$ cat src/rtl/bitmap_frame_allocator_assert.svh
// assertion macros for the bitmap frame allocator
// used by the datapath module, no other dependencies
`ifndef BITMAP_FRAME_ALLOCATOR_ASSERT_SVH
`define BITMAP_FRAME_ALLOCATOR_ASSERT_SVH

// same-cycle implication, disabled while reset is asserted
`define BFA_ASSERT_IMPLIES(label, clock, rst_n, ante, cons, msg) \
	label: assert property (@(posedge clock) disable iff (!rst_n) (ante) |-> (cons)) \
		else $error(msg);

// next-cycle implication, disabled while reset is asserted
`define BFA_ASSERT_NEXT(label, clock, rst_n, ante, cons, msg) \
	label: assert property (@(posedge clock) disable iff (!rst_n) (ante) |=> (cons)) \
		else $error(msg);

`endif

$ cat src/rtl/bfa_pkg.sv
// shared types and constants of the bitmap frame allocator
// no dependencies; the ctrl, datapath and top files refer to it by scoped names
`default_nettype none

package bfa_pkg;

	localparam int FRAME_W      = 12;
	localparam int COUNT_W      = 13;
	localparam int CFG_DATA_W   = 13;
	localparam int CFG_IDX_W    = 1;
	// frames that any request can ever reach (13-bit frame numbers)
	localparam int FRAME_SPAN   = 8192;

	localparam logic CMD_ALLOC    = 1'b0;
	localparam logic CMD_FREE     = 1'b1;
	localparam logic STATUS_OK    = 1'b0;
	localparam logic STATUS_NOMEM = 1'b1;

	localparam logic [CFG_IDX_W-1:0] CFG_ALLOC_LO = 1'd0;
	localparam logic [CFG_IDX_W-1:0] CFG_ALLOC_HI = 1'd1;

	typedef struct packed {
		logic               cmd;
		logic [FRAME_W-1:0] first_frame;
		logic [COUNT_W-1:0] frame_count;
	} req_t;

	typedef struct packed {
		logic [FRAME_W-1:0] granted_frame;
		logic               status;
	} rsp_t;

	typedef enum logic [2:0] {
		ST_CLEAR,
		ST_IDLE,
		ST_SPLIT,
		ST_LOCATE,
		ST_SCAN,
		ST_MARK,
		ST_DONE
	} state_t;

	typedef struct packed {
		logic clear;
		logic capture;
		logic split;
		logic locate;
		logic scan;
		logic mark;
		logic rsp_load;
	} dp_cmd_t;

	typedef struct packed {
		logic clear_done;
		logic is_free;
		logic cnt_zero;
		logic found;
		logic fail;
		logic mark_last;
		logic out_free;
	} dp_sts_t;

endpackage

`default_nettype wire

$ cat src/rtl/bfa_chan_if.sv
// valid/ready channel carrying one payload struct per transfer
// payload type is a parameter, normally a struct from bfa_pkg
`default_nettype none

interface bfa_chan_if #(
	parameter type payload_t = logic
);
	logic     valid;
	logic     ready;
	payload_t payload;

	modport source (output valid, output payload, input ready);
	modport sink (input valid, input payload, output ready);
endinterface

`default_nettype wire

$ cat src/rtl/bfa_ctrl.sv
// sequencing state machine of the bitmap frame allocator
// depends on bfa_pkg for the state, command and status types
`default_nettype none

module bfa_ctrl (
	input  logic              clk,
	input  logic              arst_n,
	input  logic              req_valid,
	output logic              req_ready,
	input  bfa_pkg::dp_sts_t  sts,
	output bfa_pkg::dp_cmd_t  cmd
);

	bfa_pkg::state_t state_q;
	bfa_pkg::state_t state_d;

	always_ff @(posedge clk or negedge arst_n) begin
		if (!arst_n) begin
			state_q <= bfa_pkg::ST_CLEAR;
		end else begin
			state_q <= state_d;
		end
	end

	always_comb begin
		state_d   = state_q;
		cmd       = '0;
		req_ready = 1'b0;
		unique case (state_q)
			bfa_pkg::ST_CLEAR: begin
				cmd.clear = 1'b1;
				if (sts.clear_done) state_d = bfa_pkg::ST_IDLE;
			end
			bfa_pkg::ST_IDLE: begin
				req_ready = 1'b1;
				if (req_valid) begin
					cmd.capture = 1'b1;
					state_d     = bfa_pkg::ST_SPLIT;
				end
			end
			bfa_pkg::ST_SPLIT: begin
				cmd.split = 1'b1;
				state_d   = bfa_pkg::ST_LOCATE;
			end
			bfa_pkg::ST_LOCATE: begin
				cmd.locate = 1'b1;
				if (sts.cnt_zero) state_d = bfa_pkg::ST_DONE;
				else if (sts.is_free) state_d = bfa_pkg::ST_MARK;
				else state_d = bfa_pkg::ST_SCAN;
			end
			bfa_pkg::ST_SCAN: begin
				cmd.scan = 1'b1;
				if (sts.found) state_d = bfa_pkg::ST_MARK;
				else if (sts.fail) state_d = bfa_pkg::ST_DONE;
			end
			bfa_pkg::ST_MARK: begin
				cmd.mark = 1'b1;
				if (sts.mark_last) state_d = bfa_pkg::ST_DONE;
			end
			bfa_pkg::ST_DONE: begin
				if (sts.out_free) begin
					cmd.rsp_load = 1'b1;
					state_d      = bfa_pkg::ST_IDLE;
				end
			end
			default: begin
				state_d = bfa_pkg::ST_CLEAR;
			end
		endcase
	end

endmodule

`default_nettype wire

$ cat src/rtl/bfa_dpath.sv
// datapath of the bitmap frame allocator: bitmap memory, frame split,
// word scan, run marking, config registers and result register; uses bfa_pkg
`default_nettype none

`include "bitmap_frame_allocator_assert.svh"

module bfa_dpath #(
	parameter int FRAME_COUNT = 4096,
	parameter int WORD_BITS   = 64
) (
	input  logic                              clk,
	input  logic                              arst_n,
	input  logic                              cfg_we,
	input  logic [bfa_pkg::CFG_IDX_W-1:0]     cfg_index,
	input  logic [bfa_pkg::CFG_DATA_W-1:0]    cfg_data,
	input  bfa_pkg::req_t                     req_payload,
	input  logic                              rsp_ready,
	output logic                              rsp_valid,
	output bfa_pkg::rsp_t                     rsp_payload,
	input  bfa_pkg::dp_cmd_t                  cmd,
	output bfa_pkg::dp_sts_t                  sts
);

	localparam int STORE_FRAMES = (FRAME_COUNT < bfa_pkg::FRAME_SPAN) ?
		FRAME_COUNT : bfa_pkg::FRAME_SPAN;
	localparam int SW    = (STORE_FRAMES + WORD_BITS - 1) / WORD_BITS;
	localparam int AW    = (SW > 1) ? $clog2(SW) : 1;
	localparam int WMAX  = (bfa_pkg::FRAME_SPAN + WORD_BITS) / WORD_BITS;
	localparam int WW    = $clog2(WMAX + 1);
	localparam int PW    = $clog2(WORD_BITS);
	localparam int LW    = PW + 1;
	localparam int FBW   = 14;
	localparam int CW    = bfa_pkg::COUNT_W;
	localparam int SHIFT = 20;
	localparam int RECIP = ((1 << SHIFT) + WORD_BITS - 1) / WORD_BITS;
	localparam int RW    = $clog2(RECIP + 1);
	localparam int PRW   = CW + RW;
	localparam int LIMIT_CAP = STORE_FRAMES;

	// config registers
	logic [CW-1:0] alloc_lo_q;
	logic [CW-1:0] alloc_hi_q;

	// request and search registers
	logic            is_free_q;
	logic [CW-1:0]   cnt_q;
	logic [CW-1:0]   sf_q;
	logic [PRW-1:0]  prod_s1;
	logic [WW-1:0]   w_q;
	logic [PW-1:0]   p_q;
	logic [FBW-1:0]  fb_q;
	logic [CW-1:0]   run_start_q;
	logic [WW-1:0]   rs_w_q;
	logic [PW-1:0]   rs_p_q;
	logic [CW-1:0]   run_len_q;
	logic [CW-1:0]   rem_q;
	logic [bfa_pkg::FRAME_W-1:0] res_frame_q;
	logic            res_status_q;
	logic            out_valid_q;
	bfa_pkg::rsp_t   out_q;
	logic [AW-1:0]   clr_q;

	// bitmap memory
	logic [WORD_BITS-1:0] mem [SW];
	logic [WORD_BITS-1:0] rd_q;
	logic                 mem_we;
	logic [AW-1:0]        mem_wa;
	logic [WORD_BITS-1:0] mem_wd;
	logic [AW-1:0]        rd_addr;

	// combinational
	logic [WW-1:0]        loc_w;
	logic [FBW-1:0]       loc_fb;
	logic [PW-1:0]        loc_p;
	logic [FBW-1:0]       lim_frames;
	logic [FBW-1:0]       lim_gap;
	logic [LW-1:0]        lim;
	logic [WORD_BITS-1:0] vmask;
	logic [WORD_BITS-1:0] used_m;
	logic                 found_u;
	logic [PW-1:0]        u;
	logic [LW-1:0]        e;
	logic [LW-1:0]        span;
	logic [FBW-1:0]       reach;
	logic                 hit;
	logic                 fail;
	logic                 u_last;
	logic [LW-1:0]        avail;
	logic [LW-1:0]        len;
	logic [LW-1:0]        end_b;
	logic [WORD_BITS-1:0] mmask;
	logic [WORD_BITS-1:0] wdata;
	logic                 in_store;
	logic [WW-1:0]        w_d;

	// frame number split into word and bit by reciprocal multiply
	always_comb begin
		loc_w  = WW'(prod_s1 >> SHIFT);
		loc_fb = FBW'(loc_w * WORD_BITS);
		loc_p  = PW'({1'b0, sf_q} - loc_fb);
	end

	// scan of one word from the current bit up to the search limit
	always_comb begin
		lim_frames = ({1'b0, alloc_hi_q} < FBW'(LIMIT_CAP)) ?
			{1'b0, alloc_hi_q} : FBW'(LIMIT_CAP);
		lim_gap = lim_frames - fb_q;
		if (lim_frames > fb_q) begin
			lim = (lim_gap >= FBW'(WORD_BITS)) ? LW'(WORD_BITS) : LW'(lim_gap);
		end else begin
			lim = '0;
		end
		for (int j = 0; j < WORD_BITS; j++) begin
			vmask[j] = (LW'(j) >= {1'b0, p_q}) && (LW'(j) < lim);
		end
		used_m  = rd_q & vmask;
		found_u = 1'b0;
		u       = '0;
		for (int j = WORD_BITS - 1; j >= 0; j--) begin
			if (used_m[j]) begin
				found_u = 1'b1;
				u       = PW'(j);
			end
		end
		e      = found_u ? {1'b0, u} : lim;
		span   = (e > {1'b0, p_q}) ? (e - {1'b0, p_q}) : '0;
		reach  = {1'b0, run_len_q} + FBW'(span);
		hit    = reach >= {1'b0, cnt_q};
		fail   = !hit && !found_u && (lim < LW'(WORD_BITS));
		u_last = (u == PW'(WORD_BITS - 1));
	end

	// run marking: one word per cycle, set for allocate, clear for free
	always_comb begin
		avail = LW'(WORD_BITS) - {1'b0, p_q};
		len   = (rem_q < CW'(avail)) ? LW'(rem_q) : avail;
		end_b = {1'b0, p_q} + len;
		for (int j = 0; j < WORD_BITS; j++) begin
			mmask[j] = (LW'(j) >= {1'b0, p_q}) && (LW'(j) < end_b);
		end
		wdata    = is_free_q ? (rd_q & ~mmask) : (rd_q | mmask);
		in_store = w_q < WW'(SW);
	end

	// word pointer; the read address follows its next value while that lies in the store, else word 0
	always_comb begin
		w_d = w_q;
		if (cmd.locate) begin
			w_d = loc_w;
		end else if (cmd.scan) begin
			if (hit) w_d = rs_w_q;
			else if (found_u && u_last) w_d = w_q + 1'b1;
			else if (!found_u && !fail) w_d = w_q + 1'b1;
		end else if (cmd.mark) begin
			w_d = w_q + 1'b1;
		end
		rd_addr = (w_d < WW'(SW)) ? w_d[AW-1:0] : '0;
		mem_we  = cmd.clear || (cmd.mark && in_store);
		mem_wa  = cmd.clear ? clr_q : w_q[AW-1:0];
		mem_wd  = cmd.clear ? '0 : wdata;
	end

	always_ff @(posedge clk) begin
		if (mem_we) mem[mem_wa] <= mem_wd;
		rd_q <= mem[rd_addr];
	end

	always_ff @(posedge clk or negedge arst_n) begin
		if (!arst_n) begin
			alloc_lo_q  <= '0;
			alloc_hi_q  <= CW'(4096);
			clr_q       <= '0;
			out_valid_q <= 1'b0;
		end else begin
			if (cfg_we) begin
				unique case (cfg_index)
					bfa_pkg::CFG_ALLOC_LO: alloc_lo_q <= cfg_data;
					bfa_pkg::CFG_ALLOC_HI: alloc_hi_q <= cfg_data;
					default: ;
				endcase
			end
			if (cmd.clear) clr_q <= clr_q + 1'b1;
			if (cmd.rsp_load) out_valid_q <= 1'b1;
			else if (rsp_ready) out_valid_q <= 1'b0;
		end
	end

	always_ff @(posedge clk) begin
		w_q <= w_d;
		if (cmd.capture) begin
			is_free_q    <= (req_payload.cmd == bfa_pkg::CMD_FREE);
			cnt_q        <= req_payload.frame_count;
			sf_q         <= (req_payload.cmd == bfa_pkg::CMD_FREE) ?
				{1'b0, req_payload.first_frame} : alloc_lo_q;
			res_frame_q  <= '0;
			res_status_q <= bfa_pkg::STATUS_OK;
		end
		if (cmd.split) prod_s1 <= PRW'(sf_q) * PRW'(RECIP);
		if (cmd.locate) begin
			p_q         <= loc_p;
			fb_q        <= loc_fb;
			run_start_q <= sf_q;
			rs_w_q      <= loc_w;
			rs_p_q      <= loc_p;
			run_len_q   <= '0;
			rem_q       <= cnt_q;
			if (!is_free_q && cnt_q == '0) res_frame_q <= sf_q[bfa_pkg::FRAME_W-1:0];
		end
		if (cmd.scan) begin
			if (hit) begin
				p_q         <= rs_p_q;
				rem_q       <= cnt_q;
				res_frame_q <= run_start_q[bfa_pkg::FRAME_W-1:0];
			end else if (found_u) begin
				// run broken by a used frame: restart just past it
				run_len_q   <= '0;
				run_start_q <= CW'(fb_q + FBW'(u) + 1'b1);
				if (u_last) begin
					p_q    <= '0;
					fb_q   <= fb_q + FBW'(WORD_BITS);
					rs_w_q <= w_q + 1'b1;
					rs_p_q <= '0;
				end else begin
					p_q    <= u + 1'b1;
					rs_w_q <= w_q;
					rs_p_q <= u + 1'b1;
				end
			end else if (fail) begin
				res_status_q <= bfa_pkg::STATUS_NOMEM;
			end else begin
				run_len_q <= run_len_q + CW'(span);
				p_q       <= '0;
				fb_q      <= fb_q + FBW'(WORD_BITS);
			end
		end
		if (cmd.mark) begin
			p_q   <= '0;
			rem_q <= rem_q - CW'(len);
		end
		if (cmd.rsp_load) begin
			out_q.granted_frame <= res_frame_q;
			out_q.status        <= res_status_q;
		end
	end

	always_comb begin
		sts.clear_done = (clr_q == AW'(SW - 1));
		sts.is_free    = is_free_q;
		sts.cnt_zero   = (cnt_q == '0);
		sts.found      = hit;
		sts.fail       = fail;
		sts.mark_last  = (rem_q == CW'(len)) || (w_q >= WW'(SW - 1));
		sts.out_free   = !out_valid_q || rsp_ready;
	end

	assign rsp_valid   = out_valid_q;
	assign rsp_payload = out_q;

	`BFA_ASSERT_IMPLIES(a_load_free, clk, arst_n, cmd.rsp_load, !out_valid_q || rsp_ready, "result overwritten")
	`BFA_ASSERT_IMPLIES(a_run_in_range, clk, arst_n, cmd.scan && hit, ({1'b0, run_start_q} + {1'b0, cnt_q}) <= lim_frames, "run past limit")
	`BFA_ASSERT_IMPLIES(a_fail_zero, clk, arst_n, out_valid_q && out_q.status == bfa_pkg::STATUS_NOMEM, out_q.granted_frame == '0, "failed grant not zero")
	`BFA_ASSERT_NEXT(a_scan_forward, clk, arst_n, cmd.scan && !hit, w_q >= $past(w_q), "scan moved backward")

endmodule

`default_nettype wire

$ cat src/rtl/bitmap_frame_allocator.sv
// top level of the first-fit bitmap frame allocator
// depends on bfa_pkg, bfa_chan_if, bfa_ctrl and bfa_dpath
`default_nettype none

// one bit per frame (set = used) in a single-port-write, registered-read
// memory of WORD_BITS-bit words. after reset the block runs a clearing pass
// that writes one word per cycle until every bitmap word is zero; req.ready
// stays low until it ends while config writes are taken as usual. one request
// is worked at a time. an allocate runs the request transfer, the frame split
// and the word locate, then a first-fit scan that steps through the bitmap
// words and restarts just past each used frame that breaks a candidate run,
// then marks the granted run word by word, and then moves the result into
// the output register once that register is free. a free runs the same setup
// and then marks its run without a scan. a zero-frame request skips both the
// scan and the marking. the bitmap memory port can read one word and write
// one word per cycle. the result register frees the response side, so the
// next request transfer is taken while a result still waits on rsp. the two
// allocation window registers must only be written by the user while the
// block is idle; the block itself does not enforce this.
module bitmap_frame_allocator #(
	parameter int FRAME_COUNT = 4096,
	parameter int WORD_BITS   = 64
) (
	input  logic                           clk,
	input  logic                           arst_n,
	input  logic                           cfg_we,
	input  logic [bfa_pkg::CFG_IDX_W-1:0]  cfg_index,
	input  logic [bfa_pkg::CFG_DATA_W-1:0] cfg_data,
	bfa_chan_if.sink                       req,
	bfa_chan_if.source                     rsp
);

	// command and status between sequencer and datapath
	bfa_pkg::dp_cmd_t dp_cmd;
	bfa_pkg::dp_sts_t dp_sts;
	logic             req_ready;
	logic             rsp_valid;
	bfa_pkg::rsp_t    rsp_payload;

	// sequencer: clearing pass, request transfer, scan, mark, result
	bfa_ctrl u_ctrl (
		.clk       (clk),
		.arst_n    (arst_n),
		.req_valid (req.valid),
		.req_ready (req_ready),
		.sts       (dp_sts),
		.cmd       (dp_cmd)
	);

	// bitmap, search and result register
	bfa_dpath #(
		.FRAME_COUNT (FRAME_COUNT),
		.WORD_BITS   (WORD_BITS)
	) u_dpath (
		.clk         (clk),
		.arst_n      (arst_n),
		.cfg_we      (cfg_we),
		.cfg_index   (cfg_index),
		.cfg_data    (cfg_data),
		.req_payload (req.payload),
		.rsp_ready   (rsp.ready),
		.rsp_valid   (rsp_valid),
		.rsp_payload (rsp_payload),
		.cmd         (dp_cmd),
		.sts         (dp_sts)
	);

	// channel hookup
	assign req.ready   = req_ready;
	assign rsp.valid   = rsp_valid;
	assign rsp.payload = rsp_payload;

endmodule

`default_nettype wire
$ cat src/flat_wrapper.sv
// flat-port wrapper written by rule: the top's interface ports become plain ports
module bitmap_frame_allocator_flat 
#(
	parameter int FRAME_COUNT = 4096,
	parameter int WORD_BITS   = 64
)
  (clk, arst_n, cfg_we, cfg_index, cfg_data, req_valid, req_payload, req_ready, rsp_valid, rsp_payload, rsp_ready);
  bfa_chan_if req_i ();
  bfa_chan_if rsp_i ();
  input  logic clk;
  input  logic arst_n;
  input  logic cfg_we;
  input  logic [bfa_pkg::CFG_IDX_W-1:0] cfg_index;
  input  logic [bfa_pkg::CFG_DATA_W-1:0] cfg_data;
  input wire logic [$bits(req_i.valid)-1:0] req_valid;
  input wire logic [$bits(req_i.payload)-1:0] req_payload;
  output wire logic [$bits(req_i.ready)-1:0] req_ready;
  output wire logic [$bits(rsp_i.valid)-1:0] rsp_valid;
  output wire logic [$bits(rsp_i.payload)-1:0] rsp_payload;
  input wire logic [$bits(rsp_i.ready)-1:0] rsp_ready;
  assign req_i.valid = req_valid;
  assign req_i.payload = req_payload;
  assign req_ready = req_i.ready;
  assign rsp_valid = rsp_i.valid;
  assign rsp_payload = rsp_i.payload;
  assign rsp_i.ready = rsp_ready;
  bitmap_frame_allocator #(.FRAME_COUNT(FRAME_COUNT), .WORD_BITS(WORD_BITS)) u_core (.clk(clk), .arst_n(arst_n), .cfg_we(cfg_we), .cfg_index(cfg_index), .cfg_data(cfg_data), .req(req_i), .rsp(rsp_i));
endmodule
$ cat config.mk
export PLATFORM = sky130hd
export DESIGN_NAME = bitmap_frame_allocator_flat
export DESIGN_NICKNAME = d
export VERILOG_FILES = /design/src/rtl/bfa_pkg.sv /design/src/rtl/bfa_chan_if.sv /design/src/rtl/bfa_ctrl.sv /design/src/rtl/bfa_dpath.sv /design/src/rtl/bitmap_frame_allocator.sv /design/src/flat_wrapper.sv
export VERILOG_INCLUDE_DIRS = /design/src /design/src/rtl
export SDC_FILE = /design/constraint.sdc
export NUM_CORES = 2
export LEC_CHECK = 0
export BUFFER_PORTS_ARGS = -buffer_cell sky130_fd_sc_hd__buf_4
export CAP_MARGIN = 40
export CORE_MARGIN = 2
export CORE_UTILIZATION = 30
export DETAILED_ROUTE_END_ITERATION = 7
export PLACE_DENSITY = 0.44
export SLEW_MARGIN = 20
export SYNTH_ARGS = -nofsm -noshare
export SYNTH_HDL_FRONTEND = slang
export SYNTH_SLANG_ARGS = --single-unit
$ cat constraint.sdc
create_clock -name clk -period 14.3 [get_ports clk]
set_input_delay 1.43 -clock clk [delete_from_list [all_inputs] [get_ports clk]]
set_output_delay 1.43 -clock clk [all_outputs]
set_load 0.01 [all_outputs]
==> impl_results.md <==
* CP Launch Type: register
* Hold slack at around 0.32 ns
* FMAX at 72.9 MHz
* Asr flop ratio synth at less than 1%
* H-tree Lvls at 5
* Hold crit path type: input pin to asynchronous set/reset pin
* Worst clock skew at 0.120 ns
* Seq/Total Area, Yosys at roughly 73%
* Fin crit period at roughly 14 ns
* Syn Std Cell Area at approximately 170,000 um^2
* Routed len/inst at roughly 35 um
* Final setup fails at 0
* RSZ-0062 raised after global routing: no
* Mean Syn Cell Area at around 14 um^2
* Synth Warn # at 0
* Nets at approximately 13,000
* Die ar. at 584,000 um^2
* Slowest stage cell on the critical path: dfstp_2
* Hold Vio Cnt, Final at 0
* Worst-path maximum fanout at 55
* Post-synth top area share at 71.5%
* Total Routed Length at about 720,000 um
* Syn nets at 12,500
* Clk root buf: clkbuf_16
* Via density at around 5.6
* Share of cells above drive strength 1 at a little over an eighth
* Crit path buf inv count at 6
* Hpwl dp at about 430,000 um
* Vias in the first global route at around 110k
* CTS tree: built
* Max cap viols at 0
* Clock Pin Slew Worst Setup and Hold Paths at roughly 0.06 ns
* Crit path largest cell delay at slightly below 0.7 ns
* CP Class: register to register
* Largest net degree at the start of global routing at slightly below 90
* DRT antenna net count at 0
* Synth top area cells: edfxtp_1 71%, nand2_1 5.4%, mux2i_1 2.4%, nand3_1 1.7%, dfxtp_1 1.5%
* Post-synth EDFFs at 4,124
* Flops & latches, synth at between 4,000 and 5,000
* Slew Viols, Final at 0
* Grt total ovfl at 0
* Most instantiated cells after synthesis: 4,124 x edfxtp_1, 2,485 x nand2_1, 580 x nand3_1, 475 x a21oi_1, 423 x clkbuf_1
* Fin crit share at between 90% and 100%
* Most common cell in the netlist: edfxtp_1
* Die W at around 760 um
* Pre-Repair DR Iteration Count at 6
* Worst-Skew Late Latency at around 1.1 ns
* Die Ht at roughly 760 um
* RePlAce Congestion at a little under 1
* Via Count at around 120k
* Outcome: finished, final reports clean
* Critical path endpoint category: register
* Post-synthesis to final-layout area growth at 17.6%
* Total track usage at 23.9%
* Post-synth top flop: edfxtp_1
* Initial antenna violation count at 37
* CP top delay family: compound AO/OA/AOI/OAI gates
* Post-route DRC at 0
* Core ar. at 576,000 um^2
* Drt first-iter violations at 16,000
* Mapped Cells at 12,400
* Worst slew pin tran at between 1 and 1.5 ns
* Initial core utilization at 30.1%
* Fillers at ~56,000
* Crit path DAT at between 10 and 15 ns
* Max-slew headroom at the worst pin at a little over a fifth
* Cts bufs inserted at 460
* Cell taking the most area after synthesis: edfxtp_1
* Clk buf depth at 4
* Io pins at 23
* Most used cell, CP: a21oi_1
* Clock sinks at around 4,300
* Buffers on Ports at 22
* WP data required at 15.22 ns
* Unique masters post-synth at 112
* Row cnt at between 200 and 300
* First-pass GRT wire length at 979,000 um
[worst paths after layout]
kind | to | startpoint | slack [ns] | cells past startpoint
max in group asynchronous | u_core.u_dpath.alloc_hi_q[11]$_DFFE_PN0P_ | arst_n | 13.59 | 1
min in group clk | u_core.u_dpath.prod_s1[24]$_DFFE_PN_ | u_core.u_dpath.sf_q[10]$_DFFE_PP_ | 0.39 | 0
worst max-delay path | u_core.u_dpath.rd_q[38]$_DFF_P_ | u_core.u_dpath.alloc_hi_q[12]$_DFFE_PN1P_ | 0.58 | 52
worst max register to register | u_core.u_dpath.rd_q[38]$_DFF_P_ | u_core.u_dpath.alloc_hi_q[12]$_DFFE_PN1P_ | 0.58 | 52
worst min register to register | u_core.u_dpath.prod_s1[24]$_DFFE_PN_ | u_core.u_dpath.sf_q[10]$_DFFE_PP_ | 0.39 | 0
worst min-delay path | u_core.u_dpath.alloc_hi_q[4]$_DFFE_PN0P_ | arst_n | 0.32 | 1
[cell families (layout without fill, tap and decap cells)]
| logic type | count (synthesis) | in the layout | synth area share (%) |
|---|---|---|---|
| flip-flops | 4287 | 4287 | 73.5 |
| XOR/XNOR | 43 | 43 | 0.217 |
| adder cells (fa/ha/maj) | 58 | 58 | 0.441 |
| AO/OA/AOI/OAI | 2635 | 2635 | 10.6 |
| other | 0 | 13 | 0 |
| multiplexers | 497 | 497 | 3.01 |
| buffers and inverters | 934 | 1720 | 2.36 |
| AND/OR/NAND/NOR | 3956 | 3956 | 9.85 |
[repair_timing]
action,4_1_cts,5_1_grt
gates resized for setup,0,5
hold buffers,0,0
setup buffers,0,6
endpoints found under the setup margin,0,59
[cells in the final DEF (no fill, tap or decap), types with 112 or more instances in the layout]
| cell | count |
|---|---|
| a211oi_1 | 112 |
| a21oi_1 | 470 |
| clkbuf_1 | 147 |
| clkbuf_16 | 463 |
| o21ai_0 | 304 |
| nand3_1 | 577 |
| nor2_1 | 230 |
| dfxtp_1 | 127 |
| buf_4 | 550 |
| o22ai_1 | 180 |
| a31oi_1 | 398 |
| nor2_4 | 132 |
| a311oi_1 | 120 |
| edfxtp_1 | 4124 |
| nand2_1 | 2480 |
| mux2i_1 | 414 |
| o221ai_1 | 257 |
| buf_12 | 183 |
[registers in the layout, summed over array words and instances, names as in the netlist, 8 cells and up]
name and count:
u_core.u_dpath.rem_q 13, u_core.u_dpath.alloc_hi_q 13, u_core.u_dpath.run_len_q 13, u_core.u_dpath.fb_q 14, u_core.u_dpath.alloc_lo_q 13, u_core.u_dpath.w_q 8
u_core.u_dpath.mem 4096, u_core.u_dpath.rd_q 64, u_core.u_dpath.sf_q 13, u_core.u_dpath.rs_w_q 8
[metal layers]
layer  share of wire, %  GRT usage [%]  vias to the layer above  wire length, um
met5             0.0018              0                        -               13
met4                3.8           7.86                        2            27400
met3                8.1           3.69                      988            58300
met2                 45           36.9                     5646           321000
met1                 44           34.5                    62500           315000
li1                   -              -                    48900                -
[stage by stage]
stage          instances  setup WS, ns  setup TNS (ns)  cell area, um^2  util (%)
6_report           20900         0.581               0           204000      35.3
3_5_place_dp       20000         0.229               0           189000      32.8
4_1_cts            20900        0.0493               0           204000      35.3
3_3_place_gp       20000      -0.00822        -0.00822           187000      32.5
2_1_floorplan      12400          2.85               0           173000         -
5_1_grt            20900        0.0297               0           204000      35.3
[final cells by class]
| cell class | count | area [um^2] | share of cell area, % |
|---|---|---|---|
| clock buffer | 657 | 12800 | 6.28 |
| timing repair buffer | 768 | 8540 | 4.19 |
| inverter | 80 | 324 | 0.159 |
| antenna | 13 | 32.5 | 0.0160 |
| sequential | 4287 | 127000 | 62.5 |
| multi-input combinational | 7189 | 43100 | 21.2 |
| clock inverter | 215 | 1970 | 0.966 |
| tap | 7727 | 9670 | 4.75 |
[worst register-to-register path, delay by kind of cell, from the launching register on]
family / cells / cell delay, ns
adder cells (fa/ha/maj): 3 / 0.98
multiplexers: 1 / 0.48
flip-flops: 1 / 0.69
buffers and inverters: 6 / 1.19
AND/OR/NAND/NOR: 12 / 2.65
AO/OA/AOI/OAI: 29 / 7.37
XOR/XNOR: 1 / 0.16
Power is not shown: default switching activity piles up to over one toggle a cycle in this logic, so the estimate is an artifact.
